File: src/rtl/core/rgsf_pkg.sv
// Shared constants, types and helpers for the RGB gradient span fill core.
`default_nettype none
package rgsf_pkg;

    localparam int PALETTE_SIZE = 64;

    localparam int POS_W   = 6;
    localparam int COLOR_W = 8;
    localparam int ACC_W   = 16;
    localparam int FRAC_W  = 7;
    localparam int NUM_CH  = 3;

    // Dividend is |end - start| << 7, which fits in 15 bits.
    localparam int DVD_W      = COLOR_W + FRAC_W;
    localparam int DIV_STEPS  = DVD_W;
    localparam int DIV_CNT_W  = $clog2(DIV_STEPS);

    localparam int POS_TOP_INT = (PALETTE_SIZE - 1 > 63) ? 63 : PALETTE_SIZE - 1;
    localparam logic [POS_W-1:0] POS_TOP = POS_W'(POS_TOP_INT);

    typedef enum logic [1:0] {
        ST_IDLE,
        ST_DIVIDE,
        ST_LATCH,
        ST_EMIT
    } state_t;

    typedef struct packed {
        logic load;
        logic div_step;
        logic latch_steps;
        logic advance;
    } ctrl_cmd_t;

    typedef struct packed {
        logic at_last;
    } dp_status_t;

    function automatic logic [POS_W-1:0] clamp_pos(input logic [POS_W-1:0] p);
        return (p > POS_TOP) ? POS_TOP : p;
    endfunction

endpackage
`default_nettype wire

File: src/rtl/core/rgsf_div.sv
// One restoring divider lane: one quotient bit per cycle while step is high, signed step output.
`default_nettype none
module rgsf_div (
    input  wire logic                          aclk,
    input  wire logic                          start,
    input  wire logic                          step,
    input  wire logic [rgsf_pkg::DVD_W-1:0]    dividend,
    input  wire logic                          negative,
    input  wire logic [rgsf_pkg::POS_W-1:0]    divisor,
    output logic      [rgsf_pkg::ACC_W-1:0]    step_value
);

    logic [rgsf_pkg::POS_W-1:0] rem_reg,  rem_next;
    logic [rgsf_pkg::DVD_W-1:0] quo_reg,  quo_next;
    logic                       neg_reg,  neg_next;
    logic [rgsf_pkg::POS_W:0]   trial;
    logic [rgsf_pkg::POS_W:0]   diff;
    logic [rgsf_pkg::ACC_W-1:0] doubled;

    assign trial = {rem_reg, quo_reg[rgsf_pkg::DVD_W-1]};
    assign diff  = trial - {1'b0, divisor};

    always_comb begin
        rem_next = rem_reg;
        quo_next = quo_reg;
        neg_next = neg_reg;
        if (start) begin
            rem_next = '0;
            quo_next = dividend;
            neg_next = negative;
        end else if (step) begin
            // Restore unless the shifted remainder covers the divisor.
            if (trial >= {1'b0, divisor}) begin
                rem_next = diff[rgsf_pkg::POS_W-1:0];
                quo_next = {quo_reg[rgsf_pkg::DVD_W-2:0], 1'b1};
            end else begin
                rem_next = trial[rgsf_pkg::POS_W-1:0];
                quo_next = {quo_reg[rgsf_pkg::DVD_W-2:0], 1'b0};
            end
        end
    end

    always_ff @(posedge aclk) begin
        rem_reg <= rem_next;
        quo_reg <= quo_next;
        neg_reg <= neg_next;
    end

    // Double the magnitude, then apply the sign; all modulo 2^16.
    assign doubled    = rgsf_pkg::ACC_W'({quo_reg, 1'b0});
    assign step_value = neg_reg ? (~doubled + rgsf_pkg::ACC_W'(1)) : doubled;

endmodule
`default_nettype wire

File: src/rtl/core/rgsf_ctrl.sv
// Controller state machine: accept, divide, latch steps, emit pixels.
`default_nettype none
module rgsf_ctrl (
    input  wire logic                   aclk,
    input  wire logic                   aresetn,
    input  wire logic                   s_valid,
    output logic                        s_ready,
    output logic                        m_valid,
    input  wire logic                   m_ready,
    input  wire rgsf_pkg::dp_status_t   status,
    output rgsf_pkg::ctrl_cmd_t         cmd
);

    rgsf_pkg::state_t                 state_reg, state_next;
    logic [rgsf_pkg::DIV_CNT_W-1:0]   count_reg, count_next;
    logic                             div_done;

    assign div_done = (count_reg == rgsf_pkg::DIV_CNT_W'(rgsf_pkg::DIV_STEPS - 1));

    always_comb begin
        state_next = state_reg;
        count_next = count_reg;
        unique case (state_reg)
            rgsf_pkg::ST_IDLE: begin
                count_next = '0;
                if (s_valid) begin
                    state_next = rgsf_pkg::ST_DIVIDE;
                end
            end
            rgsf_pkg::ST_DIVIDE: begin
                count_next = count_reg + rgsf_pkg::DIV_CNT_W'(1);
                if (div_done) begin
                    state_next = rgsf_pkg::ST_LATCH;
                end
            end
            rgsf_pkg::ST_LATCH: begin
                state_next = rgsf_pkg::ST_EMIT;
            end
            rgsf_pkg::ST_EMIT: begin
                if (m_ready && status.at_last) begin
                    state_next = rgsf_pkg::ST_IDLE;
                end
            end
            default: begin
                state_next = rgsf_pkg::ST_IDLE;
            end
        endcase
    end

    always_comb begin
        s_ready = 1'b0;
        m_valid = 1'b0;
        cmd     = '0;
        unique case (state_reg)
            rgsf_pkg::ST_IDLE: begin
                s_ready  = 1'b1;
                cmd.load = s_valid;
            end
            rgsf_pkg::ST_DIVIDE: begin
                cmd.div_step = 1'b1;
            end
            rgsf_pkg::ST_LATCH: begin
                cmd.latch_steps = 1'b1;
            end
            rgsf_pkg::ST_EMIT: begin
                m_valid     = 1'b1;
                cmd.advance = m_ready;
            end
            default: begin
                cmd = '0;
            end
        endcase
    end

    always_ff @(posedge aclk) begin
        if (!aresetn) begin
            state_reg <= rgsf_pkg::ST_IDLE;
            count_reg <= '0;
        end else begin
            state_reg <= state_next;
            count_reg <= count_next;
        end
    end

endmodule
`default_nettype wire

File: src/rtl/core/rgsf_dp.sv
// Datapath: endpoint ordering, step dividers, accumulators and pixel position.
`default_nettype none
module rgsf_dp (
    input  wire logic                              aclk,
    input  wire rgsf_pkg::ctrl_cmd_t               cmd,
    output rgsf_pkg::dp_status_t                   status,
    input  wire logic [rgsf_pkg::POS_W-1:0]        s_start_pos,
    input  wire logic [rgsf_pkg::POS_W-1:0]        s_end_pos,
    input  wire logic [rgsf_pkg::COLOR_W-1:0]      s_start_red,
    input  wire logic [rgsf_pkg::COLOR_W-1:0]      s_start_green,
    input  wire logic [rgsf_pkg::COLOR_W-1:0]      s_start_blue,
    input  wire logic [rgsf_pkg::COLOR_W-1:0]      s_end_red,
    input  wire logic [rgsf_pkg::COLOR_W-1:0]      s_end_green,
    input  wire logic [rgsf_pkg::COLOR_W-1:0]      s_end_blue,
    output logic      [rgsf_pkg::POS_W-1:0]        m_pixel_index,
    output logic      [rgsf_pkg::COLOR_W-1:0]      m_red,
    output logic      [rgsf_pkg::COLOR_W-1:0]      m_green,
    output logic      [rgsf_pkg::COLOR_W-1:0]      m_blue,
    output logic                                   m_last
);

    logic [rgsf_pkg::POS_W-1:0]   pos_a, pos_b, lo_pos, hi_pos;
    logic                         swap;
    logic [rgsf_pkg::POS_W-1:0]   divisor_in;
    logic [rgsf_pkg::COLOR_W-1:0] c_start [rgsf_pkg::NUM_CH];
    logic [rgsf_pkg::COLOR_W-1:0] c_end   [rgsf_pkg::NUM_CH];
    logic [rgsf_pkg::COLOR_W-1:0] c_lo    [rgsf_pkg::NUM_CH];
    logic [rgsf_pkg::COLOR_W-1:0] c_hi    [rgsf_pkg::NUM_CH];
    logic [rgsf_pkg::DVD_W-1:0]   dvd     [rgsf_pkg::NUM_CH];
    logic                         neg     [rgsf_pkg::NUM_CH];
    logic [rgsf_pkg::ACC_W-1:0]   lane_step [rgsf_pkg::NUM_CH];

    logic [rgsf_pkg::POS_W-1:0]   cur_pos_reg, cur_pos_next;
    logic [rgsf_pkg::POS_W-1:0]   fin_pos_reg, fin_pos_next;
    logic [rgsf_pkg::POS_W-1:0]   divisor_reg, divisor_next;
    logic [rgsf_pkg::ACC_W-1:0]   acc_reg  [rgsf_pkg::NUM_CH];
    logic [rgsf_pkg::ACC_W-1:0]   acc_next [rgsf_pkg::NUM_CH];
    logic [rgsf_pkg::ACC_W-1:0]   step_reg  [rgsf_pkg::NUM_CH];
    logic [rgsf_pkg::ACC_W-1:0]   step_next [rgsf_pkg::NUM_CH];

    assign pos_a = rgsf_pkg::clamp_pos(s_start_pos);
    assign pos_b = rgsf_pkg::clamp_pos(s_end_pos);
    assign swap  = (pos_b < pos_a);
    assign lo_pos = swap ? pos_b : pos_a;
    assign hi_pos = swap ? pos_a : pos_b;
    // Equal endpoints divide by one.
    assign divisor_in = (hi_pos > lo_pos) ? (hi_pos - lo_pos) : rgsf_pkg::POS_W'(1);

    assign c_start[0] = s_start_red;
    assign c_start[1] = s_start_green;
    assign c_start[2] = s_start_blue;
    assign c_end[0]   = s_end_red;
    assign c_end[1]   = s_end_green;
    assign c_end[2]   = s_end_blue;

    for (genvar k = 0; k < rgsf_pkg::NUM_CH; k++) begin : g_lane
        logic [rgsf_pkg::COLOR_W-1:0] mag;

        assign c_lo[k] = swap ? c_end[k]   : c_start[k];
        assign c_hi[k] = swap ? c_start[k] : c_end[k];
        assign neg[k]  = (c_hi[k] < c_lo[k]);
        assign mag     = neg[k] ? (c_lo[k] - c_hi[k]) : (c_hi[k] - c_lo[k]);
        assign dvd[k]  = {mag, {rgsf_pkg::FRAC_W{1'b0}}};

        rgsf_div u_div (
            .aclk       (aclk),
            .start      (cmd.load),
            .step       (cmd.div_step),
            .dividend   (dvd[k]),
            .negative   (neg[k]),
            .divisor    (divisor_reg),
            .step_value (lane_step[k])
        );
    end

    always_comb begin
        cur_pos_next = cur_pos_reg;
        fin_pos_next = fin_pos_reg;
        divisor_next = divisor_reg;
        for (int k = 0; k < rgsf_pkg::NUM_CH; k++) begin
            acc_next[k]  = acc_reg[k];
            step_next[k] = step_reg[k];
        end
        if (cmd.load) begin
            cur_pos_next = lo_pos;
            fin_pos_next = hi_pos;
            divisor_next = divisor_in;
            for (int k = 0; k < rgsf_pkg::NUM_CH; k++) begin
                acc_next[k] = {c_lo[k], {(rgsf_pkg::ACC_W - rgsf_pkg::COLOR_W){1'b0}}};
            end
        end
        if (cmd.latch_steps) begin
            for (int k = 0; k < rgsf_pkg::NUM_CH; k++) begin
                step_next[k] = lane_step[k];
            end
        end
        if (cmd.advance) begin
            // Hold the position on the final pixel; accumulators still add.
            if (!status.at_last) begin
                cur_pos_next = cur_pos_reg + rgsf_pkg::POS_W'(1);
            end
            for (int k = 0; k < rgsf_pkg::NUM_CH; k++) begin
                acc_next[k] = acc_reg[k] + step_reg[k];
            end
        end
    end

    always_ff @(posedge aclk) begin
        cur_pos_reg <= cur_pos_next;
        fin_pos_reg <= fin_pos_next;
        divisor_reg <= divisor_next;
        for (int k = 0; k < rgsf_pkg::NUM_CH; k++) begin
            acc_reg[k]  <= acc_next[k];
            step_reg[k] <= step_next[k];
        end
    end

    assign status.at_last = (cur_pos_reg == fin_pos_reg);

    assign m_pixel_index = cur_pos_reg;
    assign m_red   = acc_reg[0][rgsf_pkg::ACC_W-1 -: rgsf_pkg::COLOR_W];
    assign m_green = acc_reg[1][rgsf_pkg::ACC_W-1 -: rgsf_pkg::COLOR_W];
    assign m_blue  = acc_reg[2][rgsf_pkg::ACC_W-1 -: rgsf_pkg::COLOR_W];
    assign m_last  = status.at_last;

endmodule
`default_nettype wire

File: src/rtl/core/rgb_gradient_span_fill_core.sv
// An accepted request passes through the divide state, then the latch state, before its first pixel.
// A span holds N pixels (1..64); after the bit-serial step dividers finish, the pixels
//   follow at one per cycle while m_ready is high.
// One request at a time; s_ready is high only while no span is in flight.
// Reset: synchronous active-low aresetn returns the controller to idle; the
//   datapath registers are loaded by each request and need no reset.
`default_nettype none
module rgb_gradient_span_fill_core (
    input  wire logic                          aclk,
    input  wire logic                          aresetn,
    // Request channel: two endpoints with their colors.
    input  wire logic                          s_valid,
    output logic                               s_ready,
    input  wire logic [rgsf_pkg::POS_W-1:0]    s_start_pos,
    input  wire logic [rgsf_pkg::POS_W-1:0]    s_end_pos,
    input  wire logic [rgsf_pkg::COLOR_W-1:0]  s_start_red,
    input  wire logic [rgsf_pkg::COLOR_W-1:0]  s_start_green,
    input  wire logic [rgsf_pkg::COLOR_W-1:0]  s_start_blue,
    input  wire logic [rgsf_pkg::COLOR_W-1:0]  s_end_red,
    input  wire logic [rgsf_pkg::COLOR_W-1:0]  s_end_green,
    input  wire logic [rgsf_pkg::COLOR_W-1:0]  s_end_blue,
    // Pixel channel: one interpolated color per palette position.
    output logic                               m_valid,
    input  wire logic                          m_ready,
    output logic      [rgsf_pkg::POS_W-1:0]    m_pixel_index,
    output logic      [rgsf_pkg::COLOR_W-1:0]  m_red,
    output logic      [rgsf_pkg::COLOR_W-1:0]  m_green,
    output logic      [rgsf_pkg::COLOR_W-1:0]  m_blue,
    output logic                               m_last
);

    // Commands from the controller, status back from the datapath.
    rgsf_pkg::ctrl_cmd_t  cmd;
    rgsf_pkg::dp_status_t status;

    // Controller: sequences accept, the three parallel divisions, the step
    // latch and the pixel stream; the pixel registers hold while m_ready is low.
    rgsf_ctrl u_ctrl (
        .aclk    (aclk),
        .aresetn (aresetn),
        .s_valid (s_valid),
        .s_ready (s_ready),
        .m_valid (m_valid),
        .m_ready (m_ready),
        .status  (status),
        .cmd     (cmd)
    );

    // Datapath: orders the endpoints, divides each color swing into an unsigned
    // 8.7 step, doubles and signs it, and walks the 8.8 accumulators across the span.
    rgsf_dp u_dp (
        .aclk          (aclk),
        .cmd           (cmd),
        .status        (status),
        .s_start_pos   (s_start_pos),
        .s_end_pos     (s_end_pos),
        .s_start_red   (s_start_red),
        .s_start_green (s_start_green),
        .s_start_blue  (s_start_blue),
        .s_end_red     (s_end_red),
        .s_end_green   (s_end_green),
        .s_end_blue    (s_end_blue),
        .m_pixel_index (m_pixel_index),
        .m_red         (m_red),
        .m_green       (m_green),
        .m_blue        (m_blue),
        .m_last        (m_last)
    );

endmodule
`default_nettype wire
File: config.mk
export PLATFORM = sky130hd
export DESIGN_NAME = rgb_gradient_span_fill_core
export DESIGN_NICKNAME = d
export VERILOG_FILES = /design/src/rtl/core/rgsf_pkg.sv /design/src/rtl/core/rgsf_div.sv /design/src/rtl/core/rgsf_ctrl.sv /design/src/rtl/core/rgsf_dp.sv /design/src/rtl/core/rgb_gradient_span_fill_core.sv
export SDC_FILE = /design/constraint.sdc
export NUM_CORES = 1
export LEC_CHECK = 0
export CORE_MARGIN = 2
export CORE_UTILIZATION = 45
export DETAILED_ROUTE_END_ITERATION = 7
export DONT_BUFFER_PORTS = 1
export GPL_TIMING_DRIVEN = 1
export HOLD_SLACK_MARGIN = 0.1
export PLACE_DENSITY_LB_ADDON = 0.2
export SLEW_MARGIN = 20
export SYNTH_ARGS = -nofsm -noshare
export SYNTH_HDL_FRONTEND = slang
export SYNTH_SLANG_ARGS = --single-unit
File: constraint.sdc
create_clock -name aclk -period 7 [get_ports aclk]
set_clock_uncertainty 0.15 [all_clocks]
set_input_delay 0.35 -clock aclk [delete_from_list [all_inputs] [get_ports aclk]]
set_output_delay 0.35 -clock aclk [all_outputs]
set_load 0.01 [all_outputs]
==> results by group <==
Outcome
  • Outcome: complete, no violations

Synthesis
  • Simple-gate share of the synthesized area: 18.6%
  • Largest family of logic cells by synthesized area: simple AND/OR/NAND/NOR gates
  • Synth Area in Adders: 9.98%
  • Mean post-synth cell area: 8.61 um2
  • Cells after synthesis: 1575
  • Post-synth EDFFs: 129
  • Ys flop type: edfxtp_1
  • Synth Register Bits: 180
  • Number of distinct library cells after synthesis: between 70 and 80
  • Post-Synth XOR/XNOR Area: 7.24%
  • Mux contribution to synthesized area: 4.03%
  • Register area share after synthesis: 36.1%
  • Synthesis Warnings: 0
  • Complex-gate fraction of the synthesized area: between 15 and 20%
  • Async S/R FF share, synth: 0%
  • Syn Nets: 1726
  • Synthesized cell area: 0.0136 mm2

Timing
  • Peak Freq: about 250 MHz
  • Final setup viols: 0
  • Final Max Slew Viols: 0
  • Max-Slew Margin vs Limit: 34.2%
  • Crit share post-route: 58.3%
  • Final hold vios: 0
  • Least-Margin Pin Slew: 0.988 ns
  • Min Tclk post-route: 4.08 ns
  • Setup_tns: 0 ns
  • RSZ-0062 raised after global routing: no

Detailed routing
  • DRC Markers: 0
  • Total length of routed wires: 34600 um
  • Vias per cell: 5.69
  • Initial drt markers: ~800
  • Drt pass-1 iters: 5
  • WL per Instance: 17.8 um
  • Via count: 11100
  • Post-route ant nets: 0

CTS
  • Clock Pin Slew Worst Setup and Hold Paths: 0.07 ns
  • Max Buffers Root-to-Sink: 2
  • CTS tree: done
  • H-tree levels: 4
  • Root Driver: clkbuf_16
  • Cts bufs inserted: 17
  • CTS resizes: 0
  • Postcts setup bufs: 0
  • Hold-fix buffers at CTS: 33
  • Sink Count: 180
  • Clock Latency Late Sink: 0.44 ns

Setup path
  • Crit path required time: 7.02 ns
  • Crit path capture type: register
  • CP Class: input port to register
  • CP cell instances: inv_1 -> ha_1 -> nor2b_1 -> o211ai_1 -> o221a_4 -> nor2_1 -> a21oi_1 -> ha_1 -> nor2_1 -> maj3_1 -> a221oi_1 -> a211oi_1 -> o21ai_1 -> a41oi_2 -> nand2_2 -> mux2i_1 -> xor2_1 -> o21ai_0
  • Critical Path AT: roughly 4.1 ns
  • Crit path max-delay cell type: o221a_4
  • Worst setup SP type: input port
  • CP max stage delay: 0.44 ns
  • CP max FO: 20

Layout
  • Commonest non-fill, non-tap cell in the layout: nand2_1
  • Area Overhead vs Synth: 7.42%
  • Nets: 1694
  • FF+latch area: 0.00489 mm2
  • Area of the multi-input gates: 0.00786 mm2
  • Fillers: ~2900
  • Share of cells above drive strength 1: 4.31%
  • Commonest cells after routing, fill and taps aside: nand2_1 (179), nor2_1 (162), edfxtp_1 (129), o21ai_0 (117), a21oi_1 (98)
  • # diodes: 0

Pwr
  • Power Dens Cells: 358 mW/mm2
  • Power Total: around 5200 uW
  • Leak Pwr: approximately 0.0056 uW
  • Worst VDD drop: 169 uV

Floorplan
  • Starting Density: 45.8%
  • # rows: 63
  • Core area: around 0.030 mm2
  • Die area: 0.0316 mm2
  • Io pins: 97
  • Die extent in y: 178 um
  • Die W: 178 um

Global routing
  • Total track usage: 22.4%
  • Vias in the first global route: 10400
  • Largest net degree at the start of global routing: 67
  • Initial antenna violation count: 0
  • Total gr overflow: 0
  • First-pass GRT wire length: around 55000 um

Placement
  • Port Buf Inserts: 0
  • GPL Wtd Cong: just over 0.9
  • Post-DP HPWL: around 25000 um

Min path
  • Worst Hold Class: input port to register

Flow run
  • Max-Cap Viols: 0
==> per-stage QoR <==
step           std cells  utilization [%]  hold slack (ns)  setup WS (ns)  instance area (um2)
6_report            1946             49.2            0.104           2.92                14600
5_1_grt             1946             49.2            0.118           2.57                14600
4_1_cts             1946             49.2            0.101           2.92                14600
3_5_place_dp        1881             46.1            0.305           2.45                13700
3_3_place_gp        1881             46.1            0.288           2.61                13700
2_1_floorplan       1575                -            0.276           1.88                13600
==> critical path, delay by kind of cell <==
kind / cells / cell delay (ns)
buffers and inverters: 1 / 0.04
XOR/XNOR: 1 / 0.16
AND/OR/NAND/NOR: 4 / 0.51
multiplexers: 1 / 0.24
AO/OA/AOI/OAI: 8 / 1.88
adder cells (fa/ha/maj): 3 / 0.92
==> synthesized netlist by cell type, types with 8 or more instances <==
master    count  area share [%]
o21ai_0     117             4.3
maj3_1       22             1.6
nor3_1       35             1.3
buf_2         9            0.33
nor2b_1      43             2.0
clkbuf_1     45             1.2
a211oi_1     13            0.72
xor2_1       27             1.7
buf_4        26             1.4
ha_1         81             7.5
or3_1        16            0.74
o211ai_1      9            0.50
nor2_1      162             4.5
xnor2_1      82             5.3
edfxtp_1    129              29
nand3_1      30             1.1
buf_1        10            0.28
o22ai_1      11            0.51
nand2b_1     37             1.7
inv_1        88             2.4
o31ai_1      20             1.1
dfxtp_1      51             7.5
a31oi_1      28             1.3
nand2_1     181             5.0
a21boi_0     11            0.61
mux2i_1      52             3.8
a21oi_1      98             3.6
and3_1        8            0.37
o21ai_1      17            0.63
==> worst paths after layout <==
check / from / endpoint / slack [ns] / cells past startpoint
max: s_start_pos[1] / u_dp.g_lane[0].u_div.quo_reg[10] / 2.92 / 18
min: s_start_green[2] / u_dp.acc_reg[0][26] / 0.10 / 2
max reg2reg: u_dp.step_reg[0][33] / u_dp.acc_reg[0][45] / 3.16 / 15
min reg2reg: u_dp.g_lane[1].u_div.rem_reg[5] / u_dp.g_lane[1].u_div.rem_reg[5] / 0.32 / 2
==> where the power goes <==
group	leakage [uW]	total, uW	switching [uW]	internal [uW]
logic	0.00370	2340	1380	951
registers	0.00166	1930	319	1610
clock network	0.000280	960	431	529
total	0.00564	5220	2130	3090
==> per-layer routing <==
metal	part of all wire, %	up-vias	GRT usage (%)
li1	-	5515	-
met1	47	5247	31.3
met2	45	284	35.6
met3	6.5	33	4.99
met4	1.4	0	4.68
met5	0	-	0
==> cell type report <==
type                            instances  area share, %
Sequential cell                       180           33.6
Tap cell                              390           3.35
Clock buffer                           17           2.92
Inverter                               89           2.29
Timing Repair Buffer                   44           2.83
Clock inverter                         15           1.06
Multi-Input combinational cell       1211           54.0
==> kinds of logic (layout without fill, tap and decap cells) <==
group	Yosys count	after routing
compound gates	390	390
xor+xnor	110	110
fa+ha+maj	109	109
buf+inv	184	165
flops	180	180
mux	54	54
simple gates	548	548
Note: power is estimated with default switching activity, not from simulation.
